<file path="src/rtl/fte_pkg.sv">
// ----------------------------------------------------------------------------
// fte_pkg
// Shared types and constants of the binary indexed tree engine.
// ----------------------------------------------------------------------------
package fte_pkg;

   localparam int FIELD_W = 11;
   localparam int IDX_W   = 12;
   localparam int DATA_W  = 64;
   localparam int ACT_W   = 2;
   localparam int CSR_AW  = 3;
   localparam int CSR_DW  = 32;

   localparam logic [ACT_W-1:0] ACT_ADD   = 2'd0;
   localparam logic [ACT_W-1:0] ACT_SUM   = 2'd1;
   localparam logic [ACT_W-1:0] ACT_LOWER = 2'd2;

   localparam logic [CSR_AW-3:0]  REG_ENTRIES   = 1'b0;
   localparam logic [FIELD_W-1:0] ENTRIES_RESET = 11'd1024;

   typedef struct packed {
      logic [ACT_W-1:0]   action;
      logic [FIELD_W-1:0] range_start;
      logic [FIELD_W-1:0] position;
      logic [DATA_W-1:0]  delta;
      logic [DATA_W-1:0]  target;
   } fte_req_type;

endpackage

</file>
<file path="src/rtl/fte_csr.sv">
// ----------------------------------------------------------------------------
// fte_csr
// Register block: holds the entries-in-use register and its clamped count.
// ----------------------------------------------------------------------------
module fte_csr import fte_pkg::*; #(
   parameter int DEPTH = 1024
) (
   input  logic              clock,
   input  logic              reset,
   input  logic              psel,
   input  logic              penable,
   input  logic              pwrite,
   input  logic [CSR_AW-1:0] paddr,
   input  logic [CSR_DW-1:0] pwdata,
   output logic [CSR_DW-1:0] prdata,
   output logic [IDX_W-1:0]  active_n
);

   logic [FIELD_W-1:0] entries_ff;
   logic [FIELD_W-1:0] entries_in;
   logic               hit;

   assign hit = (paddr[CSR_AW-1:2] == REG_ENTRIES);

   always_comb begin
      entries_in = entries_ff;
      if (psel && penable && pwrite && hit) begin
         entries_in = pwdata[FIELD_W-1:0];
      end
   end

   always_ff @(posedge clock) begin
      if (reset) begin
         entries_ff <= ENTRIES_RESET;
      end else begin
         entries_ff <= entries_in;
      end
   end

   assign prdata   = hit ? CSR_DW'(entries_ff) : '0;
   assign active_n = (32'(entries_ff) > DEPTH) ? IDX_W'(DEPTH) : IDX_W'(entries_ff);

endmodule

</file>
<file path="config.mk">
export PLATFORM = sky130hd
export DESIGN_NAME = fte_csr
export DESIGN_NICKNAME = d
export VERILOG_FILES = /design/src/rtl/fte_pkg.sv /design/src/rtl/fte_csr.sv
export SDC_FILE = /design/constraint.sdc
export NUM_CORES = 1
export LEC_CHECK = 0
export ABC_AREA = 1
export BUFFER_PORTS_ARGS = -buffer_cell sky130_fd_sc_hd__buf_2
export CAP_MARGIN = 20
export CORE_MARGIN = 2
export CORE_UTILIZATION = 31
export CTS_CLUSTER_DIAMETER = 150
export CTS_CLUSTER_SIZE = 16
export DETAILED_ROUTE_END_ITERATION = 6
export PLACE_DENSITY_LB_ADDON = 0.12
export SYNTH_ARGS = -nofsm -noshare
export SYNTH_HDL_FRONTEND = slang
export SYNTH_SLANG_ARGS = --single-unit
</file>
<file path="constraint.sdc">
create_clock -name clock -period 0.9 [get_ports clock]
set_input_delay 0.135 -clock clock [delete_from_list [all_inputs] [get_ports clock]]
set_output_delay 0.135 -clock clock [all_outputs]
set_load 0.01 [all_outputs]
</file>
After elaboration in Yosys (flattened, before gate mapping)
Cells that the tools add are included. Widths: inputs -> output; s select.

Reduce and logical (&&, ||, !) cells: 3. $lt $le $gt $ge: 1. Mux-type cells: 2. Bitwise logic cells: 1.

Operator list (count): $mux 11 (2); $gt 11x11->1 const B (1); $logic_and 1x1->1 (3); $not 1->1 (1).

Logic and storage cells: 8. Register bits after elaboration: 11. Input port bits: 40.

Longest topological paths before layout
Depth after elaboration: 3. Mapped depth: 5. Mapped depth without buffers: 5.

Worst setup path after synthesis
Ideal clock, no wire load.

Path kind: reg2out. Start point: register entries_ff[2]. End point: output port active_n[0]. Arrival time: 0.866 ns. Cell stages (with the launch flop): 6. Setup slack: -0.101 ns. Data required time: 0.765 ns. Cell sequence: dfxtp_1 nor2_1 nand3_1 nor2_4 nor2_8 nor2_2.

Word-level cells in the longest chain between the ends: 2.

RTL lines: start: declaration (RTL line fte_csr.sv:19) `logic [FIELD_W-1:0] entries_ff;`; start signal: assignment (RTL line fte_csr.sv:36) `entries_ff <= entries_in;`; $gt 11x11->1 (RTL line fte_csr.sv:41) `assign active_n = (32'(entries_ff) > DEPTH) ? IDX_W'(DEPTH) : IDX_W'(entries_ff);`; $mux 11 (RTL line fte_csr.sv:41); end: declaration (RTL line fte_csr.sv:16) `output logic [IDX_W-1:0] active_n`.

Every way passes these cells.

Worst setup path in the final report
Start point: register entries_ff[2]. End point: output port active_n[7].

Same word-level chain as after synthesis.

==> results.yml <==
setup_path:
  reg2reg_depth: 4
  path_class: "reg -> out"
  cp-start-kind: "register"
  reg2reg_slack_ns: 0.08
  required_ns: 0.76
  r2r_end: "entries_ff[2]"
  cp_max_fo: 10
  r2r-start: "entries_ff[2]"
  cpPeakStageDelay_ns: 0.33
  crit_slowest_cell: "dfxtp_2"
  cp_cell_sequence: "nor2_1, nand3_1, nor2_4, nor2_8, nor2_2, buf_2"
  worstSetupStartpoint: "entries_ff[2]"
  end_kind: "primary output"
  cp_data_arrival_time_ns: 1.28
  crit_end: "active_n[7]"
clocking:
  postCtsHoldBufs: 0
  clock_latency_ns: 0.26
  cts_tree: "yes"
  cts_buffer_depth: 2
  ctsRootBufferMaster: "clkbuf_4"
  cts_buffers: 3
  path_clk_slew_ns: 0.07
  ctsHtreeMaxLevel: 1
  clock_sinks: 11
die:
  start_util_pct: 32.5
  die_w_um: 54.7
  dieArea_sq_um: 2990
  io_pins: 84
  core_sq_um: 2450
  die_h_um: 54.7
  rows: 18
yosys:
  synth_top_area_share_pct: 27.6
  ys_types: 20
  yosysTopAreaCell: "dfxtp_1"
  syn_avg_cell_area_sq_um: 6.99
  synth.cell_area_sq_um: 797
  ys_ff_latch: 11
  synth.yosys.seq_area_share_pct: 27.6
  yosys_warnings: 0
  synth_cells: 114
  synthTopCellsByArea: "dfxtp_1, buf_4, nor2_1"
layout:
  diodes: 0
  largest_register: "entries_ff"
  fin_nets: 208
  largest_reg_flops: 11
  layout.cells.most_common_list: "buf_2, nor2_1, conb_1"
  syn_to_final_growth_pct: 49.6
  drive_gt1_share_pct: 61.7
  reg.largest.list: "entries_ff: 11 flops"
  mostFrequentLayoutCell: "buf_2"
grt:
  antenna_found_initial: 0
  gr-total-overflow: 0
  grt_pass1_wl_um: 2680
  grt_pass1_vias: 631
  grt_start_max_net_pins: 12
  grt_use_total_pct: 12.7
detailed_routing:
  via_per_inst: 4.01
  ant_nets: 0
  avgRoutedWirePerCell_um: 9.37
  drc: 0
  route.vias.total: 790
  firstDrtPassIters: 4
  drtIter0Drc: 3
  routed_wl_um: 1850
sta:
  finClkSkew_ns: 0
  tns_ns: -6.91
  rsz0062_at_grt: "true"
  max_freq_ghz: 0.708
  fin_crit_sh_pct: 157
  min_period_ns: 1.41
  worst_slack_ns: -0.512
  hold_viol: 0
  setup_violations: 21
  final_max_slew_viol_count: 0
power:
  p_leak_nw: 0.633
  peakVddDrop_v: 0.000610
  switching_share_pct: 33.2
  power.total_mw: 1.22
  combPwrFrac_pct: 30.4
  power.switching_mw: 0.406
  clkPwrFrac_pct: 27.2
  power_density_nw_per_um2: 1030
  seqPwrFrac_pct: 42.4
  p_int_mw: 0.817
place:
  io_buffers: 38
  routabilityCongestion: 0.729
  dp.final_hpwl_um: 1460
outcome:
  outcome: "complete, but fails checks"
  failed_checks: "negative setup slack"
min_path:
  hold_path.class: "in -> reg"
flow_run:
  cap_viol_max_count: 0
[worst max-delay path: cells and delay by family, from the launching register on]
kind	cells	cell delay [ns]
and+or+nand+nor	5	0.56
buffers and inverters	1	0.13
DFF	1	0.33
[per-stage QoR]
stage	cells	hold WS (ns)	utilization (%)	instance area (sq um)	setup slack, ns
6_report	197	0.0851	48.6	1190	-0.512
2_1_floorplan	135	0.265	-	876	-0.101
3_5_place_dp	191	0.365	41.9	1030	-0.232
4_1_cts	195	0.0775	45.9	1130	-0.530
3_3_place_gp	191	0.356	41.9	1030	-0.226
5_1_grt	197	0.0838	48.6	1190	-0.630
[Yosys cell counts, drive strengths merged]
master  count
nand2       1
buf        24
nor2       48
clkbuf      2
o21ai      10
o211ai      1
dfxtp      11
inv        12
conb        1
bufinv      1
nand3       3
[power groups by stage]
stage	logic (mW)	registers, mW	clock network [mW]
5_1_grt	0.414	0.520	0.380
4_1_cts	0.357	0.517	0.357
3_5_place_dp	0.339	0.523	0
6_report	0.372	0.518	0.333
3_3_place_gp	0.335	0.523	0
2_1_floorplan	0.289	0.523	0
[worst min-delay path by stage]
stage / start / endpoint / slack, ns / depth (start not counted)
after floorplan: pwdata[10] / entries_ff[10] / 0.27 / 2
after global placement: pwdata[10] / entries_ff[10] / 0.36 / 3
after detailed placement: pwdata[10] / entries_ff[10] / 0.37 / 3
after CTS: pwdata[10] / entries_ff[10] / 0.08 / 3
after global routing: pwdata[1] / entries_ff[1] / 0.08 / 3
final: pwdata[1] / entries_ff[1] / 0.09 / 3
[layout make-up]
class,instances,area (sq um)
Timing Repair Buffer,54,389
Inverter,13,71.3
Tap cell,30,37.5
Clock buffer,3,22.5
Fill cell,275,1260
Multi-Input combinational cell,85,430
Clock inverter,1,5.00
Sequential cell,11,236
[per-layer routing]
| metal | share of wire [%] | wire length (um) | GRT usage, % |
|---|---|---|---|
| met2 | 51 | 943 | 20.6 |
| met4 | 0.33 | 6 | 5.00 |
| met1 | 42 | 783 | 16.4 |
| met5 | 0 | 0 | 0 |
| met3 | 6.1 | 113 | 2.46 |
[kinds of logic (layout without fill, tap and decap cells)]
group | Yosys count | after routing | synth area share [%]
compound gates | 11 | 11 | 7.22
other cells | 1 | 22 | 0.471
simple gates | 52 | 52 | 32.7
buf+inv | 39 | 71 | 32.0
flops | 11 | 11 | 27.6
[repair_timing]
item / CTS / global route
setup buffers: 0 / 5
pin swaps: 6 / 8
setup endpoints to repair: 21 / 22
resized for setup: 34 / 23
gates cloned: 0 / 0
Note: power is estimated with default switching activity, not from simulation.
