`src/rtl/fte_pkg.sv`:
```
// ----------------------------------------------------------------------------
// fte_pkg
// Shared types and constants of the binary indexed tree engine.
// ----------------------------------------------------------------------------
package fte_pkg;

   localparam int FIELD_W = 11;
   localparam int IDX_W   = 12;
   localparam int DATA_W  = 64;
   localparam int ACT_W   = 2;
   localparam int CSR_AW  = 3;
   localparam int CSR_DW  = 32;

   localparam logic [ACT_W-1:0] ACT_ADD   = 2'd0;
   localparam logic [ACT_W-1:0] ACT_SUM   = 2'd1;
   localparam logic [ACT_W-1:0] ACT_LOWER = 2'd2;

   localparam logic [CSR_AW-3:0]  REG_ENTRIES   = 1'b0;
   localparam logic [FIELD_W-1:0] ENTRIES_RESET = 11'd1024;

   typedef struct packed {
      logic [ACT_W-1:0]   action;
      logic [FIELD_W-1:0] range_start;
      logic [FIELD_W-1:0] position;
      logic [DATA_W-1:0]  delta;
      logic [DATA_W-1:0]  target;
   } fte_req_type;

endpackage

```
`src/rtl/fte_seq.sv`:
```
// ----------------------------------------------------------------------------
// fte_seq
// Sequencer: clearing pass, tree walks over the cell RAM and result registers.
// ----------------------------------------------------------------------------
module fte_seq import fte_pkg::*; #(
   parameter int DEPTH = 1024
) (
   input  logic                     clock,
   input  logic                     reset,
   input  logic                     accept,
   input  fte_req_type              req,
   input  logic [IDX_W-1:0]         active_n,
   output logic                     busy,
   output logic                     mem_we,
   output logic [$clog2(DEPTH)-1:0] mem_waddr,
   output logic [DATA_W-1:0]        mem_wdata,
   output logic [$clog2(DEPTH)-1:0] mem_raddr,
   input  logic [DATA_W-1:0]        mem_rdata,
   output logic                     rsp_valid,
   output logic [DATA_W-1:0]        rsp_sum_result,
   output logic [FIELD_W-1:0]       rsp_found_index
);

   localparam int AW = $clog2(DEPTH);

   localparam logic [2:0] S_CLEAR  = 3'd0;
   localparam logic [2:0] S_IDLE   = 3'd1;
   localparam logic [2:0] S_ADD_RD = 3'd2;
   localparam logic [2:0] S_ADD_WR = 3'd3;
   localparam logic [2:0] S_SUM_RD = 3'd4;
   localparam logic [2:0] S_SUM_AC = 3'd5;
   localparam logic [2:0] S_LB_RD  = 3'd6;
   localparam logic [2:0] S_LB_CHK = 3'd7;

   logic [2:0]         state_ff, state_in;
   logic [AW-1:0]      clr_ff, clr_in;
   logic [IDX_W-1:0]   idx_ff, idx_in;
   logic [IDX_W-1:0]   lo_ff, lo_in;
   logic [IDX_W-1:0]   step_ff, step_in;
   logic               phase_ff, phase_in;
   logic [DATA_W-1:0]  acc_ff, acc_in;
   logic [DATA_W-1:0]  w_ff, w_in;
   logic               valid_ff, valid_in;
   logic [DATA_W-1:0]  sum_ff, sum_in;
   logic [FIELD_W-1:0] found_ff, found_in;

   logic [IDX_W-1:0]   pos_w, lo_w, nxt_add, probe, idx_step;

   function automatic logic [IDX_W-1:0] top_power(input logic [IDX_W-1:0] n);
      logic [IDX_W-1:0] p;
      p = IDX_W'(1);
      for (int b = 0; b < IDX_W; b++) begin
         if (n[b]) begin
            p = IDX_W'(1) << b;
         end
      end
      return p;
   endfunction

   assign pos_w    = IDX_W'(req.position);
   assign lo_w     = IDX_W'(req.range_start);
   assign nxt_add  = idx_ff | (idx_ff + IDX_W'(1));
   assign probe    = idx_ff + step_ff - IDX_W'(1);
   assign idx_step = idx_ff + step_ff;

   always_comb begin
      state_in  = state_ff;
      clr_in    = clr_ff;
      idx_in    = idx_ff;
      lo_in     = lo_ff;
      step_in   = step_ff;
      phase_in  = phase_ff;
      acc_in    = acc_ff;
      w_in      = w_ff;
      valid_in  = 1'b0;
      sum_in    = sum_ff;
      found_in  = found_ff;
      mem_we    = 1'b0;
      mem_waddr = AW'(idx_ff);
      mem_wdata = mem_rdata + w_ff;
      mem_raddr = AW'(idx_ff);
      case (state_ff)
         S_CLEAR: begin
            mem_we    = 1'b1;
            mem_waddr = clr_ff;
            mem_wdata = '0;
            clr_in    = clr_ff + AW'(1);
            if (clr_ff == AW'(DEPTH - 1)) begin
               state_in = S_IDLE;
            end
         end
         S_IDLE: begin
            if (accept) begin
               case (req.action)
                  ACT_ADD: begin
                     if (pos_w < active_n) begin
                        idx_in   = pos_w;
                        w_in     = req.delta;
                        state_in = S_ADD_RD;
                     end
                  end
                  ACT_SUM: begin
                     idx_in   = (pos_w > active_n) ? active_n : pos_w;
                     lo_in    = (lo_w > active_n) ? active_n : lo_w;
                     acc_in   = '0;
                     phase_in = 1'b0;
                     state_in = S_SUM_RD;
                  end
                  ACT_LOWER: begin
                     if (req.target[DATA_W-1] || (req.target == '0)) begin
                        valid_in = 1'b1;
                        sum_in   = '0;
                        found_in = '0;
                     end else begin
                        idx_in   = '0;
                        step_in  = top_power(active_n);
                        w_in     = req.target;
                        state_in = S_LB_RD;
                     end
                  end
                  default: begin
                  end
               endcase
            end
         end
         S_ADD_RD: begin
            state_in = S_ADD_WR;
         end
         S_ADD_WR: begin
            mem_we = 1'b1;
            if (nxt_add < active_n) begin
               idx_in   = nxt_add;
               state_in = S_ADD_RD;
            end else begin
               valid_in = 1'b1;
               sum_in   = '0;
               found_in = '0;
               state_in = S_IDLE;
            end
         end
         S_SUM_RD: begin
            mem_raddr = AW'(idx_ff - IDX_W'(1));
            if (idx_ff == '0) begin
               if (!phase_ff) begin
                  phase_in = 1'b1;
                  idx_in   = lo_ff;
               end else begin
                  valid_in = 1'b1;
                  sum_in   = acc_ff;
                  found_in = '0;
                  state_in = S_IDLE;
               end
            end else begin
               state_in = S_SUM_AC;
            end
         end
         S_SUM_AC: begin
            acc_in   = phase_ff ? acc_ff - mem_rdata : acc_ff + mem_rdata;
            idx_in   = idx_ff & (idx_ff - IDX_W'(1));
            state_in = S_SUM_RD;
         end
         S_LB_RD: begin
            mem_raddr = AW'(probe);
            if (probe < active_n) begin
               state_in = S_LB_CHK;
            end else begin
               step_in = step_ff >> 1;
               if (step_ff == IDX_W'(1)) begin
                  valid_in = 1'b1;
                  sum_in   = '0;
                  found_in = FIELD_W'(idx_ff);
                  state_in = S_IDLE;
               end
            end
         end
         S_LB_CHK: begin
            if ($signed(mem_rdata) < $signed(w_ff)) begin
               w_in   = w_ff - mem_rdata;
               idx_in = idx_step;
            end
            step_in = step_ff >> 1;
            if (step_ff == IDX_W'(1)) begin
               valid_in = 1'b1;
               sum_in   = '0;
               found_in = FIELD_W'(idx_in);
               state_in = S_IDLE;
            end else begin
               state_in = S_LB_RD;
            end
         end
         default: begin
            state_in = S_IDLE;
         end
      endcase
   end

   always_ff @(posedge clock) begin
      if (reset) begin
         state_ff <= S_CLEAR;
         clr_ff   <= '0;
         valid_ff <= 1'b0;
      end else begin
         state_ff <= state_in;
         clr_ff   <= clr_in;
         valid_ff <= valid_in;
      end
      idx_ff   <= idx_in;
      lo_ff    <= lo_in;
      step_ff  <= step_in;
      phase_ff <= phase_in;
      acc_ff   <= acc_in;
      w_ff     <= w_in;
      sum_ff   <= sum_in;
      found_ff <= found_in;
   end

   assign busy            = (state_ff != S_IDLE);
   assign rsp_valid       = valid_ff;
   assign rsp_sum_result  = sum_ff;
   assign rsp_found_index = found_ff;

`ifndef ASSERT_OFF
   a_busy_after_reset: assert property (@(posedge clock) reset |=> busy)
      else $error("engine not busy during clearing pass");
   a_strobe_idle: assert property (@(posedge clock) disable iff (reset)
      rsp_valid |-> !busy)
      else $error("result strobe while engine busy");
   a_no_write_idle: assert property (@(posedge clock) disable iff (reset)
      (state_ff == S_IDLE) |-> !mem_we)
      else $error("cell write while idle");
   a_found_bound: assert property (@(posedge clock) disable iff (reset)
      rsp_valid |-> (IDX_W'(rsp_found_index) <= active_n))
      else $error("search result beyond active entries");
`endif

endmodule

```
`config.mk`:
```
export PLATFORM = sky130hd
export DESIGN_NAME = fte_seq
export DESIGN_NICKNAME = d
export VERILOG_FILES = /design/src/rtl/fte_pkg.sv /design/src/rtl/fte_seq.sv
export SDC_FILE = /design/constraint.sdc
export NUM_CORES = 1
export LEC_CHECK = 0
export BUFFER_PORTS_ARGS = -buffer_cell sky130_fd_sc_hd__buf_2
export CAP_MARGIN = 20
export CORE_MARGIN = 8
export CORE_UTILIZATION = 39
export CTS_CLUSTER_DIAMETER = 30
export CTS_CLUSTER_SIZE = 16
export DETAILED_ROUTE_END_ITERATION = 16
export HOLD_SLACK_MARGIN = 0.08
export SLEW_MARGIN = 30
export SYNTH_ARGS = -nofsm -noshare
export SYNTH_HDL_FRONTEND = slang
export SYNTH_SLANG_ARGS = --single-unit
```
`constraint.sdc`:
```
create_clock -name clock -period 6.94 [get_ports clock]
set_input_delay 1.041 -clock clock [delete_from_list [all_inputs] [get_ports clock]]
set_output_delay 1.041 -clock clock [all_outputs]
set_load 0.01 [all_outputs]
```
# Yosys cells after proc, flatten, opt, wreduce, memory -nomap -nowiden
# Index checks and enable logic that the tools add are counted.
[word_totals]
regBits = 254
latch_bits = 0
ram_bits = 0
rom_bits = 0
inputBits = 231
memories = 0
[classes]
addsub = 9
mul = 0
div_mod_pow = 0
order_cmp = 6
eq_ne = 33
shifts = 0
muxes = 85
bitwise = 2
n_reduce_logical = 22
[op_table]
columns = ["operator", "count"]
rows = [
  ["$mux 64", 16],
  ["$pmux 64 s2", 3],
  ["$pmux 64 s5", 1],
  ["$mux 12", 22],
  ["$add 64x64->64", 2],
  ["$sub 64x64->64", 2],
  ["$mux 11", 10],
  ["$pmux 12 s3", 2],
  ["$logic_not 64->1", 1],
  ["$lt 64x64->1", 1],
  ["$pmux 12 s5", 1],
  ["$pmux 11 s5", 1],
  ["$ne 2x2->1 const B", 14],
  ["$mux 3", 9],
  ["$gt 11x12->1", 2],
  ["$lt 12x12->1", 2],
  ["$pmux 3 s8", 1],
  ["$sub 12x1->12 const B", 2],
  ["$pmux 10 s2", 1],
  ["$reduce_and 8->1", 2],
  ["$add 12x1->12 const B", 1],
  ["$add 12x12->12", 1],
  ["$and 12x12->12", 1],
  ["$eq 12x1->1 const B", 1],
  ["35 further kinds", 58],
]

# Longest topological paths before layout
[depth]
word_depth = 15
ltp_mapped = 21
mapped_depth_nobuf = 20

# Worst setup path after synthesis
# Ideal clock, no wire load.
[synth_timing]
kind = "reg-to-reg"
start = "register idx_ff[0]"
end = "register sum_ff[0], in the netlist rsp_sum_result[0] (enable)"
setup_ns = 0.507
arrival_time_ns = 6.706
required_time_ns = 6.433
slack_ns = -0.273
path_stages_with_launch = 19
path_buffers = 0
period_less_slack_ns = 7.213
cell_sequence = "edfxtp_1 ha_1 inv_1 fa_1 nor2b_1 o21ai_0 a21boi_0 o21ai_0 nor2b_1 xnor2_1 or3b_2 nor3_1 xor2_1 ha_1 a31oi_1 a21oi_1 a31o_2 o32ai_1 a21oi_1"
[synth_via]
elab_chain_len = 5
[synth_lines]
columns = ["item", "line", "source"]
rows = [
  ["start: declaration", "fte_seq.sv:37", "logic [IDX_W-1:0] idx_ff, idx_in;"],
  ["start signal: assignment", "fte_seq.sv:207", "idx_ff <= idx_in;"],
  ["$add 12x12->12 or $add 12x1->12 (tied branches)", "fte_seq.sv:63, fte_seq.sv:62", ""],
  ["$sub 12x1->12 or $or 12x12->12 (tied branches)", "fte_seq.sv:63, fte_seq.sv:62", ""],
  ["$lt 12x12->1, on equally long branches", "fte_seq.sv:164, fte_seq.sv:131", ""],
  ["$ne 2x2->1 (no line)", "-", ""],
  ["$reduce_and 8->1 (no line) *", "-", ""],
  ["end signal: assignment", "fte_seq.sv:213", "sum_ff <= sum_in;"],
  ["end: declaration", "fte_seq.sv:44", "logic [DATA_W-1:0] sum_ff, sum_in;"],
]
# Every way passes the cells marked *; elsewhere a longest branch is shown, timed or not.
# A chain may end at the register's enable or synchronous reset.

# Worst setup path after layout
[layout_timing]
start = "input port mem_rdata[25]"
end = "output port mem_wdata[62]"
[layout_via]
elab_chain_len = 2
[layout_lines]
columns = ["item", "line", "source"]
rows = [
  ["start: declaration", "fte_seq.sv:18", "input logic [DATA_W-1:0] mem_rdata,"],
  ["$add 64x64->64", "fte_seq.sv:80", "mem_wdata = mem_rdata + w_ff;"],
  ["$mux 64", "fte_seq.sv:82", "case (state_ff)"],
  ["end: declaration", "fte_seq.sv:16", "output logic [DATA_W-1:0] mem_wdata,"],
]
# Every way passes these cells.

==> metrics.md <==
| Metric | Value |
|---|---|
| Outcome | `finished clean` |
| Proportion of layout cells with a drive suffix above 1 | `roughly 16%` |
| Cell variety after synth | `90` |
| Least-Margin Pin Slew | `856 ps` |
| Synth area leader | `edfxtp_1` |
| Final Cell Area | `33600 sq um` |
| Synth Area in Compound Gates | `23.3%` |
| Die W | `284 um` |
| Setup CP Type | `in -> out` |
| Ports | `around 390` |
| Die Y | `284 um` |
| Post-route ant nets | `0` |
| Critical Path End Type | `output port` |
| Setup TNS | `0 ps` |
| Fin util | `47.2%` |
| Tot GR Track Use | `25.7%` |
| DR DRC count | `0` |
| Avg WL per Cell | `22.7 um` |
| Mux contribution to synthesized area | `2.79%` |
| Post-synth top area share | `25.7%` |
| Hold_buf cts | `0` |
| Setup bufs post-CTS | `0` |
| Crit-path cells | `buf_2, inv_1, ha_1, inv_1, a21oi_1, o31ai_1, a2111oi_0, o211ai_1, o21ai_0, o21ai_1, buf_4, a31oi_1, o21bai_1, mux2i_1, buf_2` |
| Vias in the first global route | `26900` |
| Drt via density | `about 5.8` |
| Most used DFF post-synth | `edfxtp_1` |
| Asr flop ratio synth | `0%` |
| Final hold vios | `0` |
| Max Cap Viol | `0` |
| Die area | `80700 sq um` |
| Layout Skew | `roughly 35 ps` |
| CTS Buffer Depth | `3` |
| Adder-cell share of the synthesized area | `14.8%` |
| Crit-path max FO | `12` |
| Global route overflow | `0` |
| Synthesis-to-layout area growth | `20.1%` |
| Post-synthesis xor/xnor area fraction | `roughly 7.7%` |
| RSZ-0062 raised after global routing | `no` |
| Slowest cell delay on critical path | `roughly 770 ps` |
| Post-synth EDFFs | `240` |
| Worst vdd ir | `approximately 0.00015 V` |
| Crit path DAT | `5040 ps` |
| Simple-gate portion of the synthesized area | `19.0%` |
| Crit path buffers/inverters | `5` |
| Clock Latency Late Sink | `610 ps` |
| Final Non-Filler Cells | `4809` |
| Syn Inst Count | `3457` |
| Req. time, crit path | `5900 ps` |
| Synthesized flop and latch total | `254` |
| Pin count of the biggest net entering global routing | `83` |
| Initial Utilization | `39.3%` |
| Post-CTS resize count | `0` |
| Final RePlAce weighted congestion | `1.01` |
| First-pass GRT wire length | `163000 um` |
| Iteration-0 DRC Markers | `2461` |
| Initial antenna violation count | `13` |
| Layout Nets | `4346` |
| Detailed Route WL | `109000 um` |
| CTS root buf | `clkbuf_16` |
| Critical path startpoint category | `input pin` |
| Max Slew Vio Count | `0` |
| TritonCTS clock tree | `built` |
| Synth Area per Inst | `8.11 sq um` |
| Post-route minimum period | `about 6100 ps` |
| Port Buf Inserts | `392` |
| Most instantiated cells after synthesis | `nor2_1, a21oi_1, ha_1, nand2_1, edfxtp_1` |
| Pre-Repair DR Iteration Count | `6` |
| Post-Syn Area | `28000 sq um` |
| Placed cell area | `30800 sq um` |
| Synth Warn # | `0` |
| Via count | `27900` |
| Most common cell in the netlist | `nor2_1` |
| CP delay by family, top | `compound AO/OA/AOI/OAI gates` |
| Largest family of logic cells by synthesized area | `compound AO/OA/AOI/OAI gates` |
| Worst Hold Class | `reg -> reg` |
| Crit share post-route | `87.7%` |
| Pwr Total | `roughly 0.0063 W` |
| Row Count | `roughly 100` |
| H-Tree Depth | `3` |
| Synth area leaders | `edfxtp_1, ha_1, xnor2_1` |
| F_max | `164 MHz` |
| Relative slew slack | `between 40 and 50%` |
| Clock sinks | `254` |
| Pleak | `14.6 nW` |
| Power per cell area | `about 190 nW/um^2` |
| Slowest CP cell | `a2111oi_0` |
| Setup violators final | `0` |
| Worst-path clk slew | `40 ps` |
| Cts bufs inserted | `77` |
| Core Region | `71400 sq um` |
| Mapped Nets | `4017` |
| Sequential area share after synthesis | `26.7%` |
| DPL Wire Length | `about 88000 um` |
| Placed Cells | `4654` |
[cell families after synthesis]
group,after synthesis
other cells,1
simple gates,1098
compound gates,1033
xor+xnor,247
mux,77
flops,254
buf+inv,418
fa+ha+maj,329
[final cells by class]
| class | count | area [sq um] |
|---|---|---|
| clock buffer | 87 | 2040 |
| clock inverter | 56 | 698 |
| tap | 950 | 1190 |
| inverter | 238 | 893 |
| timing repair buffer | 430 | 2320 |
| sequential | 254 | 7490 |
| antenna | 9 | 22.5 |
| multi-input combinational | 2785 | 19000 |
| fill | 7086 | 37700 |
[metal layers]
metal | wire length, um | vias to the layer above | track usage, %
li1 | - | 13300 | -
met1 | 48000 | 13100 | 34.5
met2 | 48400 | 1265 | 41.0
met3 | 9270 | 208 | 4.95
met4 | 3550 | 2 | 8.94
met5 | 20 | - | 0
[tightest hold or removal path: stages (launching register included)]
cell and delay (ps):
dfxtp_1 330, nand2_1 60, a21oi_1 60
[sequential cells by signal, summed over array words and instances (netlist names)]
name and cells:
acc_ff 64, clr_ff 10, idx_ff 12, lo_ff 12
phase_ff 1, rsp_found_index 11, rsp_sum_result 64, rsp_valid 1
state_ff 3, step_ff 12, w_ff 64
[final timing paths]
path                      start            endpoint  slack, ps  cells past startpoint
hold / removal        clr_ff[1]           clr_ff[1]        500                      2
hold reg to reg       clr_ff[1]           clr_ff[1]        500                      2
setup / recovery  mem_rdata[25]       mem_wdata[62]        860                     15
setup reg to reg      idx_ff[0]  rsp_sum_result[59]       1160                     20
[cell usage in the layout (no fill, tap or decap), types with 11 or more instances in the layout]
cell type,synthesis,layout
o22ai_1,13,13
nand3_1,56,56
nand2b_1,27,27
xor2_1,45,45
and2_1,18,18
nor2b_1,40,39
o21ai_0,216,216
o21a_1,19,19
clkinv_2,0,14
inv_1,235,234
o31ai_1,50,50
nor3_1,64,63
ha_1,325,324
a221oi_1,21,21
and3_1,81,81
clkbuf_16,0,79
a31oi_1,56,56
o21bai_1,59,59
or2_2,17,17
edfxtp_1,240,240
xnor2_1,201,201
buf_2,21,392
a31o_2,11,11
a211oi_1,43,43
nor2_1,333,331
a41oi_1,18,18
nand2_1,277,274
a21boi_0,12,12
buf_4,2,33
bufinv_16,0,13
a21oi_1,325,323
a21o_1,78,78
nand4_1,54,54
o211ai_1,23,23
dfxtp_1,14,14
or3_1,24,24
nor4_1,67,66
mux2i_1,68,68
clkinv_1,3,15
[stage by stage]
step	hold slack [ps]	setup slack (ps)
2_1_floorplan	467	1160
3_3_place_gp	479	684
3_5_place_dp	491	572
4_1_cts	496	955
5_1_grt	530	591
6_report	500	856
[power by group]
part / switching [W] / leakage [nW] / internal, W
Clock: 0.00109 / 1.32 / 0.00258
Sequential: 0.00000192 / 2.38 / 0.00167
Combinational: 0.000617 / 10.9 / 0.000363
Total: 0.00171 / 14.6 / 0.00462
No activity file was read; power rests on OpenSTA's default activity.
